### src/rtl/ckdq_pkg.sv
// shared constants, codes and the command type of the decode queue
`default_nettype none

package ckdq_pkg;

  localparam int PEND_DEPTH = 16;
  localparam int DONE_DEPTH = 64;

  localparam int PA_W = (PEND_DEPTH > 1) ? $clog2(PEND_DEPTH) : 1;
  localparam int PC_W = $clog2(PEND_DEPTH + 1);
  localparam int DA_W = (DONE_DEPTH > 1) ? $clog2(DONE_DEPTH) : 1;
  localparam int DC_W = $clog2(DONE_DEPTH + 1);
  localparam int QCMP_W = (PC_W > 8) ? PC_W : 8;

  localparam logic [31:0] CRC_POLY = 32'hEDB88320;
  localparam logic [31:0] CRC_ONES = 32'hFFFFFFFF;
  // four bytes a pixel
  localparam int BPP_SHIFT = 2;

  localparam logic [1:0] KIND_DATA  = 2'd0;
  localparam logic [1:0] KIND_DELIV = 2'd1;
  localparam logic [1:0] KIND_QUERY = 2'd2;
  localparam logic [1:0] KIND_CLEAR = 2'd3;

  localparam logic [1:0] OP_IDENT = 2'd0;
  localparam logic [1:0] OP_DELIV = 2'd1;
  localparam logic [1:0] OP_QUERY = 2'd2;
  localparam logic [1:0] OP_CLEAR = 2'd3;

  localparam int QUEUE_DEPTH = 4;
  localparam int QA_W = $clog2(QUEUE_DEPTH);
  localparam int QC_W = $clog2(QUEUE_DEPTH + 1);

  typedef struct packed {
    logic [1:0]  op;
    logic [31:0] ident;
    logic        valid;
    logic [7:0]  qidx;
  } cmd_t;

endpackage

`default_nettype wire

### src/rtl/ckdq_front.sv
// front end: accepts beats, folds the crc and turns items into commands
`default_nettype none

module ckdq_front (
  input  logic               clk,
  input  logic               rst_n,
  input  logic               in_valid,
  output logic               in_ready,
  input  logic [1:0]         in_kind,
  input  logic [7:0]         in_data_byte,
  input  logic               in_last_byte,
  input  logic [31:0]        in_ident_in,
  input  logic signed [15:0] in_image_width,
  input  logic signed [15:0] in_image_height,
  input  logic [31:0]        in_byte_count,
  input  logic [7:0]         in_query_index,
  input  logic               q_full,
  output logic               q_push,
  output ckdq_pkg::cmd_t     q_cmd
);
  import ckdq_pkg::*;

  function automatic logic [31:0] crc_byte(input logic [31:0] c, input logic [7:0] b);
    logic [31:0] v;
    v = c ^ {24'd0, b};
    for (int i = 0; i < 8; i++) begin
      v = v[0] ? ((v >> 1) ^ CRC_POLY) : (v >> 1);
    end
    return v;
  endfunction

  logic [31:0] crc_r, crc_nxt, crc_fold;
  logic        accept;
  logic [29:0] area;
  logic [31:0] need;
  logic        deliv_ok;

  assign in_ready = !q_full;
  assign accept   = in_valid && in_ready;
  assign crc_fold = crc_byte(crc_r, in_data_byte);

  // both sides positive, so the low 15 bits carry the whole value
  assign area     = 30'(in_image_width[14:0]) * 30'(in_image_height[14:0]);
  assign need     = 32'(area) << BPP_SHIFT;
  assign deliv_ok = (in_image_width > 16'sd0) && (in_image_height > 16'sd0) &&
                    (in_byte_count >= need);

  always_comb begin
    crc_nxt = crc_r;
    q_push  = 1'b0;
    q_cmd.op    = OP_IDENT;
    q_cmd.ident = in_ident_in;
    q_cmd.valid = deliv_ok;
    q_cmd.qidx  = in_query_index;
    if (accept) begin
      unique case (in_kind)
        KIND_DATA: begin
          if (in_last_byte) begin
            crc_nxt     = CRC_ONES;
            q_push      = 1'b1;
            q_cmd.ident = crc_fold ^ CRC_ONES;
          end else begin
            crc_nxt = crc_fold;
          end
        end
        KIND_DELIV: begin
          q_push   = 1'b1;
          q_cmd.op = OP_DELIV;
        end
        KIND_QUERY: begin
          q_push   = 1'b1;
          q_cmd.op = OP_QUERY;
        end
        KIND_CLEAR: begin
          crc_nxt  = CRC_ONES;
          q_push   = 1'b1;
          q_cmd.op = OP_CLEAR;
        end
        default: crc_nxt = crc_r;
      endcase
    end
  end

  always_ff @(posedge clk) begin
    if (!rst_n) begin
      crc_r <= CRC_ONES;
    end else begin
      crc_r <= crc_nxt;
    end
  end

endmodule

`default_nettype wire

### src/rtl/ckdq_queue.sv
// short command queue between the front end and the table engine
`default_nettype none

module ckdq_queue (
  input  logic           clk,
  input  logic           rst_n,
  input  logic           push,
  input  ckdq_pkg::cmd_t push_cmd,
  output logic           full,
  input  logic           pop,
  output ckdq_pkg::cmd_t head,
  output logic           empty
);
  import ckdq_pkg::*;

  cmd_t            slot_r [QUEUE_DEPTH];
  logic [QA_W-1:0] wr_ptr_r, wr_ptr_nxt, rd_ptr_r, rd_ptr_nxt;
  logic [QC_W-1:0] count_r, count_nxt;
  logic            do_push, do_pop;

  assign full    = (count_r == QC_W'(QUEUE_DEPTH));
  assign empty   = (count_r == '0);
  assign do_push = push && !full;
  assign do_pop  = pop && !empty;
  assign head    = slot_r[rd_ptr_r];

  always_comb begin
    wr_ptr_nxt = do_push ? wr_ptr_r + QA_W'(1) : wr_ptr_r;
    rd_ptr_nxt = do_pop ? rd_ptr_r + QA_W'(1) : rd_ptr_r;
    count_nxt  = count_r;
    if (do_push && !do_pop) begin
      count_nxt = count_r + QC_W'(1);
    end else if (do_pop && !do_push) begin
      count_nxt = count_r - QC_W'(1);
    end
  end

  always_ff @(posedge clk) begin
    if (do_push) begin
      slot_r[wr_ptr_r] <= push_cmd;
    end
  end

  always_ff @(posedge clk) begin
    if (!rst_n) begin
      wr_ptr_r <= '0;
      rd_ptr_r <= '0;
      count_r  <= '0;
    end else begin
      wr_ptr_r <= wr_ptr_nxt;
      rd_ptr_r <= rd_ptr_nxt;
      count_r  <= count_nxt;
    end
  end

endmodule

`default_nettype wire

### src/rtl/ckdq_back.sv
// table engine: finished set and pending list scans, compaction, result register
`default_nettype none

module ckdq_back (
  input  logic           clk,
  input  logic           rst_n,
  input  logic           q_empty,
  input  ckdq_pkg::cmd_t q_head,
  output logic           q_pop,
  output logic           out_valid,
  input  logic           out_ready,
  output logic [31:0]    out_ident,
  output logic           out_already_decoded,
  output logic           out_newly_queued,
  output logic           out_image_stored,
  output logic [4:0]     out_pending_total,
  output logic           out_overflow
);
  import ckdq_pkg::*;

  localparam logic [2:0] ST_IDLE    = 3'd0;
  localparam logic [2:0] ST_FSCAN   = 3'd1;
  localparam logic [2:0] ST_PSCAN   = 3'd2;
  localparam logic [2:0] ST_COMPACT = 3'd3;
  localparam logic [2:0] ST_QWAIT   = 3'd4;
  localparam logic [2:0] ST_EMIT    = 3'd5;

  logic [31:0] pend_mem [PEND_DEPTH];
  logic [31:0] done_mem [DONE_DEPTH];

  logic [2:0]      state_r, state_nxt;
  cmd_t            cmd_r, cmd_nxt;
  logic [DC_W-1:0] fidx_r, fidx_nxt, done_used_r, done_used_nxt;
  logic [PC_W-1:0] pidx_r, pidx_nxt, widx_r, widx_nxt, pend_used_r, pend_used_nxt;
  logic            dval_r, dval_nxt;
  logic [31:0]     res_ident_r, res_ident_nxt;
  logic            res_already_r, res_already_nxt, res_queued_r, res_queued_nxt;
  logic            res_stored_r, res_stored_nxt, res_ovf_r, res_ovf_nxt;

  logic [31:0]     prd_r, frd_r;
  logic            pwe, fwe;
  logic [PA_W-1:0] pra, pwa;
  logic [DA_W-1:0] fra, fwa;
  logic [31:0]     pwd, fwd;

  logic            f_more, f_hit, p_more, p_hit, q_in_range, slot_free;

  logic            out_valid_r;
  logic [31:0]     out_ident_r;
  logic            out_already_r, out_queued_r, out_stored_r, out_ovf_r;
  logic [4:0]      out_total_r;

  assign f_more     = fidx_r < done_used_r;
  assign f_hit      = dval_r && (frd_r == cmd_r.ident);
  assign p_more     = pidx_r < pend_used_r;
  assign p_hit      = dval_r && (prd_r == cmd_r.ident);
  assign q_in_range = QCMP_W'(q_head.qidx) < QCMP_W'(pend_used_r);
  assign slot_free  = !out_valid_r || out_ready;

  assign fra = fidx_r[DA_W-1:0];
  // the query read is issued straight from the queue head
  assign pra = (state_r == ST_IDLE) ? q_head.qidx[PA_W-1:0] : pidx_r[PA_W-1:0];

  always_comb begin
    state_nxt       = state_r;
    cmd_nxt         = cmd_r;
    fidx_nxt        = fidx_r;
    pidx_nxt        = pidx_r;
    widx_nxt        = widx_r;
    dval_nxt        = 1'b0;
    done_used_nxt   = done_used_r;
    pend_used_nxt   = pend_used_r;
    res_ident_nxt   = res_ident_r;
    res_already_nxt = res_already_r;
    res_queued_nxt  = res_queued_r;
    res_stored_nxt  = res_stored_r;
    res_ovf_nxt     = res_ovf_r;
    q_pop           = 1'b0;
    pwe             = 1'b0;
    pwa             = pend_used_r[PA_W-1:0];
    pwd             = cmd_r.ident;
    fwe             = 1'b0;
    fwa             = done_used_r[DA_W-1:0];
    fwd             = cmd_r.ident;

    unique case (state_r)
      ST_IDLE: begin
        if (!q_empty) begin
          q_pop           = 1'b1;
          cmd_nxt         = q_head;
          res_ident_nxt   = q_head.ident;
          res_already_nxt = 1'b0;
          res_queued_nxt  = 1'b0;
          res_stored_nxt  = 1'b0;
          res_ovf_nxt     = 1'b0;
          fidx_nxt        = '0;
          pidx_nxt        = '0;
          widx_nxt        = '0;
          unique case (q_head.op)
            OP_IDENT: state_nxt = ST_FSCAN;
            OP_DELIV: state_nxt = q_head.valid ? ST_FSCAN : ST_COMPACT;
            OP_QUERY: begin
              res_ident_nxt = '0;
              state_nxt     = q_in_range ? ST_QWAIT : ST_EMIT;
            end
            OP_CLEAR: begin
              res_ident_nxt = '0;
              pend_used_nxt = '0;
              done_used_nxt = '0;
              state_nxt     = ST_EMIT;
            end
            default: state_nxt = ST_IDLE;
          endcase
        end
      end

      ST_FSCAN: begin
        if (f_hit || (!dval_r && !f_more)) begin
          if (cmd_r.op == OP_IDENT) begin
            if (f_hit) begin
              res_already_nxt = 1'b1;
              state_nxt       = ST_EMIT;
            end else begin
              pidx_nxt  = '0;
              state_nxt = ST_PSCAN;
            end
          end else begin
            if (f_hit) begin
              res_stored_nxt = 1'b1;
            end else if (done_used_r < DC_W'(DONE_DEPTH)) begin
              fwe            = 1'b1;
              done_used_nxt  = done_used_r + DC_W'(1);
              res_stored_nxt = 1'b1;
            end else begin
              res_ovf_nxt = 1'b1;
            end
            pidx_nxt  = '0;
            widx_nxt  = '0;
            state_nxt = ST_COMPACT;
          end
        end else if (f_more) begin
          fidx_nxt = fidx_r + DC_W'(1);
          dval_nxt = 1'b1;
        end
      end

      ST_PSCAN: begin
        if (p_hit || (!dval_r && !p_more)) begin
          if (!p_hit) begin
            if (pend_used_r < PC_W'(PEND_DEPTH)) begin
              pwe            = 1'b1;
              pend_used_nxt  = pend_used_r + PC_W'(1);
              res_queued_nxt = 1'b1;
            end else begin
              res_ovf_nxt = 1'b1;
            end
          end
          state_nxt = ST_EMIT;
        end else if (p_more) begin
          pidx_nxt = pidx_r + PC_W'(1);
          dval_nxt = 1'b1;
        end
      end

      ST_COMPACT: begin
        // keeps every entry but the delivered one; write slot trails the read slot
        if (dval_r && !p_hit) begin
          pwe      = 1'b1;
          pwa      = widx_r[PA_W-1:0];
          pwd      = prd_r;
          widx_nxt = widx_r + PC_W'(1);
        end
        if (p_more) begin
          pidx_nxt = pidx_r + PC_W'(1);
          dval_nxt = 1'b1;
        end else if (!dval_r) begin
          pend_used_nxt = widx_r;
          state_nxt     = ST_EMIT;
        end
      end

      ST_QWAIT: begin
        res_ident_nxt = prd_r;
        state_nxt     = ST_EMIT;
      end

      ST_EMIT: begin
        if (slot_free) begin
          state_nxt = ST_IDLE;
        end
      end

      default: state_nxt = ST_IDLE;
    endcase
  end

  always_ff @(posedge clk) begin
    if (pwe) begin
      pend_mem[pwa] <= pwd;
    end
    prd_r <= pend_mem[pra];
  end

  always_ff @(posedge clk) begin
    if (fwe) begin
      done_mem[fwa] <= fwd;
    end
    frd_r <= done_mem[fra];
  end

  always_ff @(posedge clk) begin
    cmd_r         <= cmd_nxt;
    fidx_r        <= fidx_nxt;
    pidx_r        <= pidx_nxt;
    widx_r        <= widx_nxt;
    res_ident_r   <= res_ident_nxt;
    res_already_r <= res_already_nxt;
    res_queued_r  <= res_queued_nxt;
    res_stored_r  <= res_stored_nxt;
    res_ovf_r     <= res_ovf_nxt;
    if ((state_r == ST_EMIT) && slot_free) begin
      out_ident_r   <= res_ident_r;
      out_already_r <= res_already_r;
      out_queued_r  <= res_queued_r;
      out_stored_r  <= res_stored_r;
      out_ovf_r     <= res_ovf_r;
      out_total_r   <= 5'(pend_used_r);
    end
  end

  always_ff @(posedge clk) begin
    if (!rst_n) begin
      state_r     <= ST_IDLE;
      dval_r      <= 1'b0;
      done_used_r <= '0;
      pend_used_r <= '0;
      out_valid_r <= 1'b0;
    end else begin
      state_r     <= state_nxt;
      dval_r      <= dval_nxt;
      done_used_r <= done_used_nxt;
      pend_used_r <= pend_used_nxt;
      if ((state_r == ST_EMIT) && slot_free) begin
        out_valid_r <= 1'b1;
      end else if (out_ready) begin
        out_valid_r <= 1'b0;
      end
    end
  end

  assign out_valid           = out_valid_r;
  assign out_ident           = out_ident_r;
  assign out_already_decoded = out_already_r;
  assign out_newly_queued    = out_queued_r;
  assign out_image_stored    = out_stored_r;
  assign out_pending_total   = out_total_r;
  assign out_overflow        = out_ovf_r;

endmodule

`default_nettype wire

### src/rtl/crc_keyed_decode_queue_core.sv
// Content-addressed image work queue keyed by the reflected CRC-32 of each image.
// Input channel (in_valid/in_ready): one beat per item; kind selects data byte,
// delivery, pending query or clear. Output channel (out_valid/out_ready): one
// result beat per item, except a data byte not marked last, which gives none.
// Data bytes are taken one per cycle while the command queue has room; the crc
// is folded in the same cycle. Last byte, delivery, query and clear each go to a
// four-entry command queue and are worked off by the table engine in order.
// Engine time per command grows with the finished-set and pending-list fill:
//   last byte and valid delivery walk the finished set, then the pending list,
//   with less work on a hit or an empty table; an invalid delivery walks only
//   the pending list; query and clear walk neither. Engine time is set by the
//   single read port of each table, walked one entry a cycle, and by the in-place
//   pending compaction.
// Reset (rst_n low, synchronous) empties both tables, restarts the crc and
// drops queued commands; table contents need no clearing pass.
// A stalled receiver holds the result in the output register; the engine then
// waits, the command queue fills and in_ready falls once four commands wait.
`default_nettype none

module crc_keyed_decode_queue_core (
  input  logic               clk,
  input  logic               rst_n,
  input  logic               in_valid,
  output logic               in_ready,
  input  logic [1:0]         in_kind,
  input  logic [7:0]         in_data_byte,
  input  logic               in_last_byte,
  input  logic [31:0]        in_ident_in,
  input  logic signed [15:0] in_image_width,
  input  logic signed [15:0] in_image_height,
  input  logic [31:0]        in_byte_count,
  input  logic [7:0]         in_query_index,
  output logic               out_valid,
  input  logic               out_ready,
  output logic [31:0]        out_ident,
  output logic               out_already_decoded,
  output logic               out_newly_queued,
  output logic               out_image_stored,
  output logic [4:0]         out_pending_total,
  output logic               out_overflow
);
  import ckdq_pkg::*;

  logic q_full, q_push, q_pop, q_empty;
  cmd_t q_cmd, q_head;

  ckdq_front u_front (
    .clk             (clk),
    .rst_n           (rst_n),
    .in_valid        (in_valid),
    .in_ready        (in_ready),
    .in_kind         (in_kind),
    .in_data_byte    (in_data_byte),
    .in_last_byte    (in_last_byte),
    .in_ident_in     (in_ident_in),
    .in_image_width  (in_image_width),
    .in_image_height (in_image_height),
    .in_byte_count   (in_byte_count),
    .in_query_index  (in_query_index),
    .q_full          (q_full),
    .q_push          (q_push),
    .q_cmd           (q_cmd)
  );

  ckdq_queue u_queue (
    .clk      (clk),
    .rst_n    (rst_n),
    .push     (q_push),
    .push_cmd (q_cmd),
    .full     (q_full),
    .pop      (q_pop),
    .head     (q_head),
    .empty    (q_empty)
  );

  ckdq_back u_back (
    .clk                 (clk),
    .rst_n               (rst_n),
    .q_empty             (q_empty),
    .q_head              (q_head),
    .q_pop               (q_pop),
    .out_valid           (out_valid),
    .out_ready           (out_ready),
    .out_ident           (out_ident),
    .out_already_decoded (out_already_decoded),
    .out_newly_queued    (out_newly_queued),
    .out_image_stored    (out_image_stored),
    .out_pending_total   (out_pending_total),
    .out_overflow        (out_overflow)
  );

endmodule

`default_nettype wire

### config.mk
export PLATFORM = sky130hd
export DESIGN_NAME = crc_keyed_decode_queue_core
export DESIGN_NICKNAME = d
export VERILOG_FILES = /design/src/rtl/ckdq_pkg.sv /design/src/rtl/ckdq_front.sv /design/src/rtl/ckdq_queue.sv /design/src/rtl/ckdq_back.sv /design/src/rtl/crc_keyed_decode_queue_core.sv
export SDC_FILE = /design/constraint.sdc
export NUM_CORES = 2
export LEC_CHECK = 0
export BUFFER_PORTS_ARGS = -buffer_cell sky130_fd_sc_hd__clkbuf_2
export CORE_MARGIN = 5
export CORE_UTILIZATION = 45
export DETAILED_ROUTE_END_ITERATION = 10
export PLACE_DENSITY_LB_ADDON = 0.05
export SYNTH_ARGS = -nofsm -noshare
export SYNTH_HDL_FRONTEND = slang
export SYNTH_SLANG_ARGS = --single-unit
### constraint.sdc
create_clock -name clk -period 8.3 [get_ports clk]
set_input_delay 1.66 -clock clk [delete_from_list [all_inputs] [get_ports clk]]
set_output_delay 1.66 -clock clk [all_outputs]
set_load 0.03 [all_outputs]
Yosys cells after proc, flatten, opt, wreduce, memory -nomap -nowiden --
Memories as Yosys holds them, arrays and structs flattened. A register that Yosys moved wholly into a read port is not among the register bits. Cells that the tools add are included. W data, S select, Z words.
Storage, ports and cells: register bits after elaboration 184, bits in writable memories 2732, input bits 119, output and inout bits 43, memories kept 3
Memory list:
- u_back.done_mem | words 64, width 32, rd ports 1, clocked after memory_dff 1, wr ports 1, RTL line ckdq_back.sv:29 | logic [31:0] done_mem [DONE_DEPTH];
- u_back.pend_mem | words 16, width 32, rd ports 1, clocked after memory_dff 1, wr ports 1, RTL line ckdq_back.sv:28 | logic [31:0] pend_mem [PEND_DEPTH];
- u_queue.slot_r | words 4, width 43, rd ports 1, clocked after memory_dff 1, wr ports 1, RTL line ckdq_queue.sv:16 | cmd_t slot_r [QUEUE_DEPTH];
Cells by class: add/subtract/negate cells 9, multipliers 1, $lt $le $gt $ge 8, eq/ne operators 36, muxes and demuxes 118, bitwise logic cells 11, reductions and logical operators 55
Operators by type and width (count):
- $mux W32 | 15
- $pmux W32 S2 | 2
- $not A13 Y14 | 8
- $mux W5 | 16
- $eq A32 B32 Y1 | 2
- $mux W7 | 9
- $mux W1 | 44
- $mux W34 | 1
- $ge A32 B32 Y1 | 1
- $gt A16 B1 Y1 const B | 2
- $not A32 Y32 | 1
- $xor A32 B8 Y32 | 1
- $mul A15 B15 Y30 | 1
- $mux W3 | 10
- $pmux W5 S3 | 2
- $pmux W7 S2 | 2
- $reduce_and A5 Y1 | 5
- $ne A2 B2 Y1 const B | 11
- $pmux W5 S4 | 1
- $ne A2 B1 Y1 const B | 9
- $pmux W3 S6 | 1
- $add A5 B1 Y5 const B | 3
- $add A7 B1 Y7 const B | 2
- $logic_and A1 B1 Y1 | 13
- 37 further kinds | 76

Logic depth before layout (Yosys ltp) --
depth after elaboration 21, depth in mapped cells 30

Cells and area by module --
A second synthesis with hierarchy kept.
Unflattened totals: cells, all modules 6131, area, all modules 123263.2 µm²
By module, submodules not included:
- ckdq_back | instances 1, cells an instance 4621, area each 105976.6 µm²
- ckdq_front | instances 1, cells an instance 1237, area each 10537.6 µm²
- ckdq_queue | instances 1, cells an instance 273, area each 6749.0 µm²

Worst setup path after synthesis --
Ideal clock, no wire load.
kind input -> register, from input port in_image_height[0], to memory u_queue.slot_r[0][8] (netlist bit), data pin, library setup time 0.269 ns, arrival time 7.914 ns, path slack 0.117 ns, stages 29, path buffers 1, cells stage by stage clkbuf_1 and2_1 fa_1 inv_1 fa_1 inv_1 fa_1 inv_1 fa_1 inv_1 fa_1 inv_1 fa_1 inv_1 ha_1 or3_1 o31ai_1 o21ai_0 a2111oi_0 nor3_1 xnor2_1 ha_1 nand4_1 nor2_1 o21ai_0 a21oi_1 o41ai_1 a311oi_1 o31a_1
RTL lines:
- start, declared | RTL line crc_keyed_decode_queue_core.sv:30 | input logic signed [15:0] in_image_height,
- end, declared | RTL line ckdq_queue.sv:16

==> results.md <==
* Worst Tran Pin Value at 1.440 ns
* Starting Density at a little under half
* Hold Worst Slack at approximately 0.4 ns
* Worst EP arrival at 8.63 ns
* Placement Rows at ~190
* GRT Total Usage at approximately a quarter
* Placer Congestion at a little over 0.8
* Maximum VDD drop at between 0.4 and 0.5 mV
* Crit-path max cell delay at roughly 0.56 ns
* # setup viols final at 0
* EDFF count, synth at approximately 2,900
* Initial detailed-routing violation count at approximately 6,300
* Fin crit share at 95.36%
* # fillers at 21,980
* Syn Inst Count at ~6,300
* Vias in the first global route at 64,260
* Netlist Area Pre-Place at about 120,000 um^2
* Util after Layout at about half
* Final HPWL DP at about 200,000 um
* Post-CTS Setup Inserts at 0
* Vias/cell at between 5 and 6
* Syn_nets at between 6,000 and 7,000
* Clk buf depth at 4
* DRT antenna net count at 0
* I/O pin cnt at ~160
* Slew margin rel. at about 4%
* Area Overhead vs Synth at 14.03%
* Nets at 7,220
* Final wirelength at roughly 340,000 um
* # DRC at 0
* Avg Cell Area, Syn at slightly below 20 um^2
* Clock transition at path regs at approximately 0.06 ns
* DRT Pass-1 Iters at 5
* Largest net degree at the start of global routing at ~130
* Worst Hold Class: register to register
* Max-slew violations at 0
* Max Cap Viol at 0
* Register area share after synthesis at a little under three quarters
* Fraction of layout cells with a size suffix above 1 at around a quarter
* Synth Register Bits at about 3,000
* Via count at approximately 63,000
* Static leakage at 46.15 nW
* CTS Sinks at 2,982
* Routed length per instance at 32.30 um
* Status: completed
* Top cell by count, worst path: fa_1
* Syn. warnings at 0
* H-tree levels at 5
* Max Fclk at 126.3 MHz
* Critical path required time at 9.02 ns
* Crit-path max FO at 15
* Flop-to-flop setup slack at 2.44 ns
* Slowest cell on crit path: fa_1
* Final Critical Period at 7.915 ns
* Post-synth top flop: edfxtp_1
* Buffers on Ports at ~160
* Final Hold Fails at 0
* CP Capture Type: register
* Worst Skew at about 0.055 ns
* DIE WIDTH at 532.7 um
* Skew-Pair Late Insertion Delay at approximately 0.9 ns
* CTS root buf: clkbuf_16
* P per Cell Area at 384.6 nW/um^2
* CP Launch Type: input pin
* TritonCTS clock tree: built
* Setup CP Type: input pin to register
* GRT overflow at 0
* Async set-reset flop share out of synthesis at 0%
* CTS Buf Count at 324
* First-pass GRT wire length at just under 500,000 um
* Die Y at ~530 um
* Initial antenna violation count at 24
* Unique masters post-synth at 73
* Die area at between 200,000 and 300,000 um^2
* Core Footprint at 272,900 um^2
[area by class of cell]
cell class,count,area [um^2],share of cell area [%]
antenna,7,17.52,0.01249
clock inverter,157,1390,0.9914
tap,3589,4491,3.203
sequential,2982,88330,62.99
multi-input combinational,2792,33310,23.75
timing repair buffer,444,3085,2.200
clock buffer,422,8712,6.213
inverter,236,885.9,0.6318
[synth_stat cells, types with 16 or more instances]
master | instances | share of area [%]
edfxtp_1 | 2860 | 70
mux4_2 | 711 | 13
nand2_1 | 468 | 1.4
inv_1 | 235 | 0.72
clkbuf_1 | 187 | 0.57
mux2i_1 | 169 | 1.4
fa_1 | 168 | 2.7
ha_1 | 153 | 1.6
and2_1 | 139 | 0.71
nor2_1 | 124 | 0.38
dfxtp_1 | 122 | 2.0
xnor2_1 | 103 | 0.73
xor2_1 | 72 | 0.51
nand3_1 | 71 | 0.29
o21ai_0 | 65 | 0.26
a32oi_1 | 64 | 0.46
buf_2 | 64 | 0.26
a21oi_1 | 50 | 0.20
buf_1 | 44 | 0.13
nor3_1 | 44 | 0.18
and3_1 | 39 | 0.20
mux2_2 | 35 | 0.32
o22ai_1 | 35 | 0.18
a32o_1 | 34 | 0.28
a221oi_1 | 33 | 0.24
nor4_1 | 22 | 0.11
nand4_1 | 19 | 0.097
a21o_1 | 18 | 0.11
or3_1 | 16 | 0.081
[worst max-delay path, delay by kind of cell]
kind	cells	cell delay (ns)
AO/OA/AOI/OAI	10	1.85
adder cells (fa/ha/maj)	8	3.67
buffers and inverters	7	0.62
AND/OR/NAND/NOR	5	0.81
[routing by layer]
| layer | wire length (um) | up-vias | part of all wire [%] | track usage (%) |
|---|---|---|---|---|
| met5 | 34 | - | 0.0099 | 0 |
| met4 | 8821 | 6 | 2.6 | 5.936 |
| met3 | 18690 | 461 | 5.4 | 2.885 |
| met2 | 171000 | 1943 | 50 | 40.07 |
| met1 | 144800 | 34050 | 42 | 33.67 |
| li1 | - | 26230 | - | - |
[final timing paths]
| kind | start | end | cells after the start |
|---|---|---|---|
| hold reg to reg | u_back.res_ident_r[2]$_DFFE_PP_ | u_back.out_ident[2]$_DFFE_PP_ | 0 |
| hold / removal | u_back.res_ident_r[2]$_DFFE_PP_ | u_back.out_ident[2]$_DFFE_PP_ | 0 |
| setup reg to reg | u_back.state_r[0]$_SDFFE_PN0P_ | u_back.done_mem[12][27]$_DFFE_PP_ | 9 |
| setup / recovery | in_image_height[0] | u_queue.slot_r[0][8]$_DFFE_PP_ | 30 |
[logic make-up (layout without fill, tap and decap cells)]
kind of cell / after synthesis / in the layout / synth area share, %
flops: 2982 / 2982 / 71.83
simple gates: 992 / 992 / 3.771
mux: 915 / 915 / 14.72
buf+inv: 547 / 1259 / 1.802
compound gates: 386 / 386 / 2.304
fa+ha+maj: 321 / 321 / 4.292
xor+xnor: 178 / 178 / 1.286
other cells: 0 / 7 / 0
[state kept, by name, indices dropped and copies added (netlist names), 2 cells and up, named ones only]
| name | cells |
|---|---|
| u_back.done_mem | 2048 |
| u_back.pend_mem | 512 |
| u_queue.slot_r | 172 |
| u_back.frd_r | 32 |
| u_back.fwd | 32 |
| u_back.out_ident | 32 |
| u_back.prd_r | 32 |
| u_back.res_ident_r | 32 |
| u_front.crc_r | 32 |
| u_back.done_used_r | 7 |
| u_back.fidx_r | 7 |
| u_back.out_pending_total | 5 |
| u_back.pend_used_r | 5 |
| u_back.pidx_r | 5 |
| u_back.widx_r | 5 |
| u_back.state_r | 3 |
| u_queue.count_r | 3 |
| u_back.cmd_r | 2 |
| u_queue.rd_ptr_r | 2 |
| u_queue.wr_ptr_r | 2 |
[where the power goes]
group	total (mW)	switching (mW)	internal, mW
registers	19.6	0.649	18.9
clock network	13.9	5.79	8.06
logic	20.5	12.1	8.40
total	53.9	18.6	35.4
[through the flow]
stage | worst slack, ns | power (mW) | instance area, um^2 | TNS (ns) | instances
after floorplan | 0.1170 | 32.50 | 123000 | 0 | 6321
after global placement | -0.8384 | 40.40 | 130000 | -3.353 | 10040
after detailed placement | -0.8602 | 40.54 | 130100 | -3.440 | 10040
after CTS | 0.05039 | 54.43 | 140200 | 0 | 10620
after global routing | -0.01246 | 56.51 | 140200 | -0.04378 | 10620
final | 0.3851 | 53.93 | 140200 | 0 | 10630
[layout by cell type, fill, tap and decap left out, types with 120 or more instances in the layout]
master and count:
edfxtp_1 2860, mux4_2 711, nand2_1 465, clkbuf_16 329
buf_4 270, inv_1 234, mux2i_1 168, fa_1 168
clkbuf_2 162, ha_1 153, and2_1 135, dfxtp_1 120
[repair_timing]
action / 4_1_cts / 5_1_grt
resized for setup: 0 / 11
hold buffers: 0 / 0
setup endpoints to repair: 0 / 4
No activity file was read; power rests on OpenSTA's default activity.
